**src/sv/bdcc_pkg.sv**
```systemverilog
package bdcc_pkg;

  // Configuration register indexes
  localparam int unsigned CFG_IDX_W = 8;
  localparam logic [CFG_IDX_W-1:0] REG_HOLD_MS       = 8'd0;
  localparam logic [CFG_IDX_W-1:0] REG_LONG_PRESS_MS = 8'd1;

  localparam int unsigned CFG_DATA_W = 16;
  localparam logic [CFG_DATA_W-1:0] HOLD_MS_RESET       = 16'd50;
  localparam logic [CFG_DATA_W-1:0] LONG_PRESS_MS_RESET = 16'd500;

  // Stream widths
  localparam int unsigned NOW_W       = 32;
  localparam int unsigned IN_TDATA_W  = 40;
  localparam int unsigned OUT_TDATA_W = 8;

  typedef enum logic [1:0] {
    EV_NONE  = 2'd0,
    EV_CLICK = 2'd1,
    EV_LONG  = 2'd2
  } event_t;

  typedef struct packed {
    logic   pressed;
    event_t evt;
  } result_t;

endpackage

```
**src/sv/bdcc_core.sv**
```systemverilog
module bdcc_core #(
  parameter int unsigned TIME_BITS = 32
) (
  input  logic                                 clk,
  input  logic                                 rst,
  input  logic                                 step,
  input  logic                                 pin_level,
  input  logic [TIME_BITS-1:0]                 now,
  input  logic [bdcc_pkg::CFG_DATA_W-1:0]      hold_ms,
  input  logic [bdcc_pkg::CFG_DATA_W-1:0]      long_press_ms,
  output bdcc_pkg::result_t                    result
);

  logic [TIME_BITS-1:0] last_close_time;
  logic [TIME_BITS-1:0] press_start_time;
  logic                 was_down;
  logic                 long_reported;

  logic [TIME_BITS-1:0] since_close;
  logic [TIME_BITS-1:0] since_press;
  logic                 in_window;
  logic                 down;
  logic                 held_long;
  logic                 was_down_next;
  logic                 long_reported_next;
  logic                 start_press;
  bdcc_pkg::event_t     evt;

  assign since_close = now - last_close_time;
  assign since_press = now - press_start_time;
  assign in_window   = !(since_close > TIME_BITS'(hold_ms));
  assign down        = in_window || pin_level;
  assign held_long   = since_press > TIME_BITS'(long_press_ms);

  always_comb begin
    evt                = bdcc_pkg::EV_NONE;
    was_down_next      = was_down;
    long_reported_next = long_reported;
    start_press        = 1'b0;
    if (!was_down) begin
      if (down) begin
        start_press        = 1'b1;
        was_down_next      = 1'b1;
        long_reported_next = 1'b0;
      end
    end else if (!down) begin
      was_down_next = 1'b0;
      if (held_long) begin
        if (!long_reported) begin
          long_reported_next = 1'b1;
          evt                = bdcc_pkg::EV_LONG;
        end
      end else begin
        evt = bdcc_pkg::EV_CLICK;
      end
    end else if (held_long && !long_reported) begin
      long_reported_next = 1'b1;
      evt                = bdcc_pkg::EV_LONG;
    end
  end

  assign result.pressed = down;
  assign result.evt     = evt;

  always_ff @(posedge clk) begin
    if (rst) begin
      last_close_time  <= '0;
      press_start_time <= '0;
      was_down         <= 1'b0;
      long_reported    <= 1'b0;
    end else if (step) begin
      // restart the window on a closure seen outside it
      if (!in_window && pin_level) begin
        last_close_time <= now;
      end
      if (start_press) begin
        press_start_time <= now;
      end
      was_down      <= was_down_next;
      long_reported <= long_reported_next;
    end
  end

endmodule

```
**src/sv/button_debounce_click_classifier.sv**
```systemverilog
// Button debouncer with click / long-press classification. Every input request
// carries one poll: the raw pin level and a free-running millisecond timestamp.
// Every poll yields exactly one result: the debounced level and an event code
// (none, click, long press). The button reads pressed while the time since the
// last closure seen outside the window is at most hold_ms; a press released
// within long_press_ms is a click, and holding past long_press_ms reports one
// long press. Timestamps are kept and subtracted modulo 2^TIME_BITS; all
// comparisons are strict greater-than. After reset the window is open against
// timestamp zero, so early polls read pressed. Rate: one poll per clock cycle
// while the result side keeps up. A poll passes through the input register,
// then one subtract-compare pass into the result register that also updates
// the state. The input side stalls only while a finished result waits.
// Configuration writes take effect at once and should be issued while idle.
module button_debounce_click_classifier #(
  parameter int unsigned TIME_BITS = 32
) (
  input  logic                                   clk,
  input  logic                                   rst,
  // input stream
  input  logic                                   s_axis_tvalid,
  output logic                                   s_axis_tready,
  input  logic [bdcc_pkg::IN_TDATA_W-1:0]        s_axis_tdata,  // [0] pin_level, [32:1] now_ms
  // result stream
  output logic                                   m_axis_tvalid,
  input  logic                                   m_axis_tready,
  output logic [bdcc_pkg::OUT_TDATA_W-1:0]       m_axis_tdata,  // [0] pressed, [2:1] event_res
  // configuration write channel
  input  logic                                   cfg_valid,
  output logic                                   cfg_ready,
  input  logic [bdcc_pkg::CFG_IDX_W-1:0]         cfg_index,
  input  logic [bdcc_pkg::CFG_DATA_W-1:0]        cfg_data
);

  // Configuration registers
  logic [bdcc_pkg::CFG_DATA_W-1:0] hold_ms;
  logic [bdcc_pkg::CFG_DATA_W-1:0] long_press_ms;

  assign cfg_ready = 1'b1;

  always_ff @(posedge clk) begin
    if (rst) begin
      hold_ms       <= bdcc_pkg::HOLD_MS_RESET;
      long_press_ms <= bdcc_pkg::LONG_PRESS_MS_RESET;
    end else if (cfg_valid && cfg_ready) begin
      case (cfg_index)
        bdcc_pkg::REG_HOLD_MS:       hold_ms       <= cfg_data;
        bdcc_pkg::REG_LONG_PRESS_MS: long_press_ms <= cfg_data;
        default: ; // drop writes to unknown indexes
      endcase
    end
  end

  // Input register
  logic                        in_valid;
  logic                        in_pin;
  logic [bdcc_pkg::NOW_W-1:0]  in_now;
  logic                        out_free;
  logic                        advance;
  logic                        s_fire;

  assign out_free      = !m_axis_tvalid || m_axis_tready;
  assign advance       = in_valid && out_free;
  assign s_axis_tready = !in_valid || out_free;
  assign s_fire        = s_axis_tvalid && s_axis_tready;

  always_ff @(posedge clk) begin
    if (rst) begin
      in_valid <= 1'b0;
    end else if (s_axis_tready) begin
      in_valid <= s_axis_tvalid;
    end
  end

  always_ff @(posedge clk) begin
    if (s_fire) begin
      in_pin <= s_axis_tdata[0];
      in_now <= s_axis_tdata[bdcc_pkg::NOW_W:1];
    end
  end

  // Debounce and classify: state advances once per poll leaving the input register
  bdcc_pkg::result_t result;

  bdcc_core #(
    .TIME_BITS (TIME_BITS)
  ) u_core (
    .clk           (clk),
    .rst           (rst),
    .step          (advance),
    .pin_level     (in_pin),
    .now           (TIME_BITS'(in_now)),
    .hold_ms       (hold_ms),
    .long_press_ms (long_press_ms),
    .result        (result)
  );

  // Result register: hold until taken
  bdcc_pkg::result_t out_res;

  always_ff @(posedge clk) begin
    if (rst) begin
      m_axis_tvalid <= 1'b0;
    end else if (out_free) begin
      m_axis_tvalid <= in_valid;
    end
  end

  always_ff @(posedge clk) begin
    if (advance) begin
      out_res <= result;
    end
  end

  assign m_axis_tdata = {5'b0, out_res.evt, out_res.pressed};

endmodule

```
**config.mk**
```make
export PLATFORM = sky130hd
export DESIGN_NAME = button_debounce_click_classifier
export DESIGN_NICKNAME = d
export VERILOG_FILES = /design/src/sv/bdcc_pkg.sv /design/src/sv/bdcc_core.sv /design/src/sv/button_debounce_click_classifier.sv
export SDC_FILE = /design/constraint.sdc
export NUM_CORES = 1
export LEC_CHECK = 0
export BUFFER_PORTS_ARGS = -buffer_cell sky130_fd_sc_hd__buf_2
export CAP_MARGIN = 20
export CORE_UTILIZATION = 30
export CTS_CLUSTER_DIAMETER = 40
export CTS_CLUSTER_SIZE = 14
export DETAILED_ROUTE_END_ITERATION = 6
export PLACE_DENSITY = 0.48
export SYNTH_ARGS = -nofsm -noshare
export SYNTH_HDL_FRONTEND = slang
export SYNTH_SLANG_ARGS = --single-unit
```
**constraint.sdc**
```tcl
create_clock -name clk -period 12.6 [get_ports clk]
set_input_delay 0 -clock clk [delete_from_list [all_inputs] [get_ports clk]]
set_output_delay 0 -clock clk [all_outputs]
set_load 0.01 [all_outputs]
```
# == Yosys cells after proc, flatten, opt, wreduce, memory -nomap -nowiden ==
# Cells that the tools add are included.
# Widths: inputs -> output; s select.
# word_totals
output_inout_bits,11
input_bits,69
ff_bits,136
latch_bits,0
mem_bits_rw,0
mem_bits_ro,0
wordCells,48
mem_count,0
# classes
mul,0
order_cmp,2
n_eq_ne,2
n_mux,11
n_reduce_logical,19
bitwise,0
shifts,0
div,0
addsub,2
# op_table
cell,count
$gt 32x16->1,2
$sub 32x32->32,2
$eq 8x1->1 const B,1
$logic_not 8->1,1
$mux 2,4
$reduce_and 2->1,4
$mux 1,7
$logic_and 1x1->1,4
$logic_not 1->1,4
$reduce_and 4->1,1
$reduce_bool 2->1,2
$logic_or 1x1->1,3
$ne 3x3->1 const B,1

# == Depth between registers and ports, before layout ==
# Gate-level depths: netlist of the first run.
# logic_depth
ltp_word,7
mapped_depth,21
ltp_nobuf,20

# == Hierarchy ==
# From an unflattened synthesis of the first run, not the netlist that was laid out.
# unflattened
cells_unflattened,1196
hier_area_um2,10234.8
# by_module_without_submodules
mod,instances,cells_each,area_per_inst_um2,seq_area_each_um2
bdcc_core,1,1007,7639.8,1321.3
button_debounce_click_classifier,1,189,2595.0,1761.7

# == Worst setup path before layout of the first run ==
# Ideal clock, no wire load.
# synth_path
kind,reg2reg
start,reg in_now[1] in the netlist's numbering
end,"reg out_res (netlist bit m_axis_tdata[2]), data pin"
t_arrival_ns,4.159
path_buffers,0
required_time_ns,12.333
slack_ns,8.175
stages_incl_launch_ff,20
period_less_slack_ns,4.425
setup_time_ns,0.267
path_cell_list,edfxtp_1 ha_1 nor2b_1 o31a_1 nor3_1 o41ai_1 a21o_1 a21oi_1 xnor2_1 ha_1 a21oi_1 nor2_1 a211oi_1 o21ai_0 o21a_1 or4_1 nor4_1 nand4_1 nor4_1 nor3b_1
# synth_between
elab_chain_len,5
word_cells_on_any_way,10
cone_classes,add/sub: 2; order compare: 2; mux: 3; reduce/logical: 3
# synth_lines
item,line_no,text
from (decl),button_debounce_click_classifier.sv:56,logic [bdcc_pkg::NOW_W-1:0] in_now;
from (signal assigned),button_debounce_click_classifier.sv:77,in_now <= s_axis_tdata[bdcc_pkg::NOW_W:1];
"$sub 32x32->32, on equally long branches","bdcc_core.sv:30, bdcc_core.sv:29",
"$gt 32x16->1, on equally long branches","bdcc_core.sv:33, bdcc_core.sv:31",
$logic_and 1x1->1 / $logic_not 1->1 (equally long branches),"bdcc_core.sv:56, bdcc_core.sv:31",
$mux 2 / $logic_or 1x1->1 (equally long branches),"bdcc_core.sv:56, bdcc_core.sv:32",
$mux 2 (*),bdcc_core.sv:46,end else if (!down) begin
to (signal assigned),button_debounce_click_classifier.sv:110,out_res <= result;
to (decl),button_debounce_click_classifier.sv:98,bdcc_pkg::result_t out_res;
# Mark *: on every way between the ends. The rest lies on a longest branch, timed or not.
# A chain may end at the register's enable or synchronous reset.

# == Final worst setup path of the first run ==
# layout_path
start,reg in_now[3] in the netlist's numbering
end,"reg out_res (netlist bit m_axis_tdata[1]), data pin"
# layout_between
elab_chain_len,5
word_cells_on_any_way,8
cone_classes,add/sub: 2; order compare: 2; mux: 2; reduce/logical: 2
# layout_lines
item,line_no,text
$sub 32x32->32,bdcc_core.sv:29,assign since_close = now - last_close_time;
$gt 32x16->1,bdcc_core.sv:31,assign in_window = !(since_close > TIME_BITS'(hold_ms));
$logic_not 1->1,bdcc_core.sv:31,
$logic_or 1x1->1,bdcc_core.sv:32,assign down = in_window || pin_level;
$mux 2 (*),bdcc_core.sv:46,
# Marked as above.

==> flow_summary.json, run 1 <==
{
  "finClkSkew_ns": 0.0187,
  "synth_seq_area_share_pct": 31.2,
  "start_util_pct": 30.4,
  "final_cells": 1702,
  "tightest_slew_ns": 0.932,
  "worstSetupStartpointType": "flop",
  "place_inst": 1615,
  "antenna_found_initial": 0,
  "final_nets": 1413,
  "status": "finished, final reports clean",
  "ios": 80,
  "hpwl_um": 19600,
  "die_area_mm2": 0.0337,
  "n_antenna_cell": 0,
  "fin_crit_sh_pct": 44.5,
  "grt_pass1_vias": 7837,
  "cp-end-kind": "flop",
  "ys.flop_type": "dfxtp_1",
  "clock_path_buffers": 2,
  "grt_pass1_wl_um": 42200,
  "slowest_stage": "o41ai_1",
  "clk_pin_slew_worst_paths_ns": 0.06,
  "powerDensity_mw_per_mm2": 110,
  "cts_made_buffers": 17,
  "routedWlPerCell_um": 15.2,
  "setup_total_negative_slack_ns": 0,
  "dieWidth_um": 183,
  "netlist_area_mm2": 0.00988,
  "setup_viol": 0,
  "synth-seq-cells": 136,
  "ir_drop_mv": 0.111,
  "viasPerCell": 4.86,
  "gp_congestion": 0.836,
  "numClockSinks": 136,
  "rsz0062_at_grt": "false",
  "crit_fanout": 4,
  "grt-ovfl-total": 0,
  "crit_required_ns": 12.91,
  "synth_top_area_cell": "dfxtp_1",
  "yosysWarnings": 0,
  "first_pass_iters": 5,
  "slew_headroom_pct": 37.9,
  "yosysMostFrequentCell": "inv_1",
  "cts-root-buf": "clkbuf_16",
  "clkLatencyLatePin_ns": 0.45,
  "arrival_ns": 5.92,
  "drive_above_1_share_pct": 9.60,
  "synth_area_leaders": "dfxtp_1 (20%), ha_1 (12%), edfxtp_1 (11%)",
  "synth_cells": 1156,
  "whs_ns": 0.0604,
  "holdCritPathClass": "in2reg",
  "hold_violations": 0,
  "ant_nets": 0,
  "die_y_um": 183,
  "cp_cell_sequence": "ha_1 > o21a_1 > o31a_1 > nor3_1 > o41ai_1 > a21o_1 > a21oi_1 > xnor2_1 > ha_1 > a21oi_1 > nor2_1 > a211oi_1 > o21ai_0 > o21a_1 > or4_1 > nor4_1 > nand4_1 > nor4_1 > and3_1",
  "async_flop_share_pct": 0,
  "synth.top_cells.by_count": "inv_1 (115), nor2_1 (111), dfxtp_1 (100)",
  "drv_cap": 0,
  "port_buffers": 66,
  "routed_wl_um": 25900,
  "drc": 0,
  "area_growth_pct": 18.3,
  "synth_cell_types": 72,
  "core_area_mm2": 0.0325,
  "grtUsageTotal_pct": 16.0,
  "max_stage_delay_ns": 0.58,
  "grt_max_degree": 70,
  "drv_slew": 0,
  "fmax_mhz": 178,
  "drtIter0Drc": 432,
  "syn_avg_cell_area_um2": 8.55,
  "tritoncts": "built",
  "route.vias.total": 8277,
  "crit_type": "reg2reg",
  "rows": 66,
  "finalCriticalPeriod_ns": 5.61,
  "synth_top_area_share_pct": 20.3,
  "synth_edf_count": 36,
  "cts_setup_buffers": 0,
  "h-tree-depth": 4,
  "leakage_nw": 4.51
}
[power breakdown]
| part | switching [W] | total, W | leakage [nW] | internal [W] |
|---|---|---|---|---|
| registers | 0.0000153 | 0.000480 | 1.16 | 0.000464 |
| clock network | 0.000214 | 0.000505 | 0.279 | 0.000291 |
| logic | 0.000172 | 0.000297 | 3.06 | 0.000125 |
| total | 0.000401 | 0.00128 | 4.51 | 0.000881 |
[what timing repair did]
action | 4_1_cts | 5_1_grt
hold buffers | 55 | 0
endpoints found under the setup margin | 0 | 0
resized for setup | 0 | 0
endpoints found under the hold margin | 67 | 0
[cells in the final DEF (no fill, tap or decap), types with 4 or more instances in the layout]
cell,n
a21oi_1,82
a21o_1,11
o211ai_1,10
nor3_1,11
xnor2_1,25
xor2_1,19
o21ai_1,6
clkbuf_16,17
buf_2,65
and3_1,8
nor2b_1,12
ha_1,94
o21a_1,12
a31oi_1,15
nor4_1,6
buf_4,5
a211o_1,11
mux2i_1,95
nand4_1,22
inv_1,115
clkinv_4,5
dfxtp_1,100
dlygate4sd3_1,55
a311o_1,4
nand2b_1,77
edfxtp_1,36
a211oi_1,12
o21ai_0,35
conb_1,6
nand3_1,21
nor2_1,110
nand2_1,69
a2111oi_0,9
o21bai_1,4
[critical path, delay by kind of cell, from the launching register on]
family          cells  cell delay, ns
compound gates      9            2.06
xor+xnor            1            0.30
fa+ha+maj           2            0.69
flops               1            0.46
simple gates        7            1.98
[cell type report]
class | instances | area, um2
Multi-Input combinational cell | 851 | 6090
Tap cell | 442 | 553
Timing Repair Buffer | 127 | 956
Clock buffer | 17 | 425
Inverter | 115 | 432
Clock inverter | 14 | 151
Fill cell | 3342 | 20800
Sequential cell | 136 | 3080
[worst paths after layout]
check	end	slack, ns	cells past startpoint	from
worst max register to register	m_axis_tdata[1]	6.99	19	in_now[3]
worst min-delay path	u_core.last_close_time[3]	0.06	2	rst
worst max-delay path	m_axis_tdata[1]	6.99	19	in_now[3]
worst min register to register	long_press_ms[7]	0.46	1	long_press_ms[7]
[metal layers]
metal / vias up / GRT usage [%] / part of all wire [%] / routed length, um
met1: 3883 / 21.8 / 51 / 13100
met3: 25 / 2.65 / 2.6 / 677
li1: 4241 / - / - / -
met4: 0 / 4.97 / 1.3 / 325
met5: - / 0 / 0 / 0
met2: 128 / 25.6 / 45 / 11800
[logic make-up (layout without fill, tap and decap cells)]
kind of cell | count (synthesis) | in the layout | share of synthesized area, %
adders and majority gates | 96 | 96 | 12.3
xor gates and xnor gates | 44 | 44 | 3.90
other | 2 | 6 | 0.0760
AOI/OAI and AO/OA | 247 | 247 | 16.7
muxes | 95 | 95 | 9.62
buffers and inverters | 173 | 273 | 7.53
and+or+nand+nor | 363 | 363 | 18.7
DFF | 136 | 136 | 31.2
[per-stage QoR]
stage	worst slack (ns)	power, W	util [%]	instance area (um2)
3_3_place_gp	6.94	0.000772	32.4	10500
5_1_grt	6.52	0.00135	36.0	11700
3_5_place_dp	6.96	0.000774	32.5	10500
4_1_cts	6.90	0.00130	36.0	11700
6_report	6.99	0.00128	36.0	11700
2_1_floorplan	8.17	0.000697	-	9900
[sequential cells by signal, indices dropped and copies added (netlist names)]
name,flops
in_pin,1
u_core.was_down,1
u_core.long_reported,1
in_valid,1
hold_ms,16
m_axis_tvalid,1
u_core.press_start_time,32
m_axis_tdata,3
in_now,32
u_core.last_close_time,32
long_press_ms,16
Note: power is estimated with default switching activity, not from simulation.
==> run 2, diff against run 1 <==
clock period = 5.2 ns   (was 12.6 ns; I/O delays follow)
==> run 2 against run 1 <==
  * The run now ends with hold timing left
  * Cell count increased by 1.6%
  * Critical path depth unchanged
  * Clock skew down 0.0077 ns
  * Via count grew 1.4%
  * Core utilization rose by 0.96 points
  * Flip-flop and latch count unchanged
  * Worst hold slack worse by 0.076 ns
  * Design area grew 2.7%
  * Maximum frequency is 14% higher
  * Routed wire length up 4.0%
  * Total power is 150% higher
  * Sequential power rose by 140%
==> flow_summary.json, run 2 (synthesis results as in run 1) <==
{
  "status": "finished with violations",
  "violations": "hold timing",
  "cts-root-buf": "clkbuf_16",
  "max_stage_delay_ns": 0.53,
  "h-tree-depth": 4,
  "largest_registers": "in_now (32), u_core.last_close_time (32), u_core.press_start_time (32)",
  "setup_ws_ns": 0.270,
  "powerDensity_mw_per_mm2": 266,
  "mostFrequentLayoutCells": "inv_1 (115), nor2_1 (110), dfxtp_1 (100)",
  "routed_wl_um": 26900,
  "routedWlPerCell_um": 15.6,
  "tritoncts": "built",
  "dieWidth_um": 183,
  "hpwl_um": 20200,
  "slowest_stage": "or4_1",
  "ir_drop_mv": 0.254,
  "fmax_mhz": 203,
  "die_area_mm2": 0.0337,
  "antenna_found_initial": 0,
  "cts_made_buffers": 17,
  "numClockSinks": 136,
  "grt_pass1_vias": 8191,
  "port_buffers": 66,
  "top_layer": "met4",
  "drv_slew": 0,
  "ant_nets": 0,
  "tightest_slew_ns": 0.921,
  "route.vias.total": 8390,
  "n_antenna_cell": 0,
  "crit_type": "reg2reg",
  "clock_path_buffers": 2,
  "grt-ovfl-total": 0,
  "cp_cell_sequence": "inv_1 > ha_1 > fa_1 > nand2b_1 > a21oi_2 > o21ai_1 > o211a_1 > xnor2_1 > ha_1 > nand4_1 > nor4_1 > a21oi_1 > o21a_1 > or4_1 > nor4_1 > nand4_1 > nor4_2 > buf_4 > nor3b_1",
  "drv_cap": 0,
  "mostFrequentLayoutCell": "inv_1",
  "drive_above_1_share_pct": 12.3,
  "fin_crit_sh_pct": 94.8,
  "finalCriticalPeriod_ns": 4.93,
  "grtUsageTotal_pct": 16.4,
  "viasPerCell": 4.85,
  "ios": 80,
  "drc": 0,
  "area_growth_pct": 21.5,
  "drtIter0Drc": 488,
  "start_util_pct": 30.4,
  "met2WireLength_um": 12100,
  "first_pass_iters": 5,
  "hold_violations": 4,
  "leakage_nw": 4.67,
  "core_area_mm2": 0.0325,
  "rows": 66,
  "worstSetupStartpointType": "flop",
  "die_y_um": 183,
  "clk_pin_slew_worst_paths_ns": 0.07,
  "slew_headroom_pct": 38.6,
  "met1_length_um": 13400,
  "clkLatencyLatePin_ns": 0.44,
  "setup_viol": 0,
  "crit_fanout": 3,
  "dp_slack_ns": -0.0812,
  "whs_ns": -0.0154,
  "setup_total_negative_slack_ns": 0,
  "grt_max_degree": 75,
  "grt_pass1_wl_um": 43100,
  "fill_cells": 3298,
  "crit_required_ns": 5.40,
  "gp_congestion": 0.839,
  "final_nets": 1439,
  "cp-end-kind": "flop",
  "arrival_ns": 5.13,
  "finClkSkew_ns": 0.0109,
  "wl_met3_um": 709,
  "holdCritPathClass": "in2reg"
}
[run 2: changes by cell type in the layout (fill, tap and decap cells not counted), moves of 2 or more]
cell           delta
buf_4            +27
dlygate4sd3_1     -3
a2111oi_0         -2
a21oi_1           -2
a21oi_2           +2
[run 2: worst max-delay path: cells and delay by family, from the launching register on]
family	cells	cell delay [ns]
compound gates	5	0.92
buf+inv	2	0.23
simple gates	8	2.09
xor+xnor	1	0.15
fa+ha+maj	3	0.93
flops	1	0.37
[run 2: what timing repair did]
item | CTS | global route
hold buffers | 52 | 0
gates cloned | 0 | 1
hold endpoints to repair | 67 | 0
endpoints found under the setup margin | 18 | 67
pin swaps | 0 | 3
setup buffers | 1 | 3
resized for setup | 0 | 12
[run 2: worst paths after layout]
check / startpoint / endpoint / slack, ns / cells past startpoint
worst max register to register: in_now[0] / m_axis_tdata[2] / 0.27 / 19
worst min-delay path: cfg_index[0] / hold_ms[1] / -0.02 / 4
worst min register to register: long_press_ms[2] / long_press_ms[2] / 0.47 / 1
worst max-delay path: in_now[0] / m_axis_tdata[2] / 0.27 / 19
[run 2: per-layer routing]
metal  up-vias  GRT usage, %
met3        33          2.79
met5         -             0
met1      3908          22.1
met4         0          5.67
li1       4299             -
met2       150          26.4
[run 2: power breakdown]
group / total, W / switching (W) / internal (W)
Clock: 0.00127 / 0.000517 / 0.000755
Combinational: 0.000755 / 0.000428 / 0.000327
Sequential: 0.00116 / 0.0000355 / 0.00113
[run 2: per-stage QoR]
stage / power [W] / cells / instance area, um2 / utilization, %
after floorplan: 0.00169 / 1160 / 9900 / -
after global placement: 0.00188 / 1638 / 10700 / 33.0
after detailed placement: 0.00189 / 1638 / 10700 / 33.0
after CTS: 0.00321 / 1723 / 11800 / 36.5
after global routing: 0.00336 / 1729 / 12000 / 37.0
final: 0.00319 / 1729 / 12000 / 37.0
[run 2: cell type report]
cell class              count  area [um2]  share of cell area [%]
flip-flops and latches    136        3080                    25.7
inverters                 115         432                    3.60
clock buffers              17         425                    3.54
well taps                 442         553                    4.61
clock inverters            15         178                    1.48
multi-input cells         851        6160                    51.3
repair buffers            153        1170                    9.78
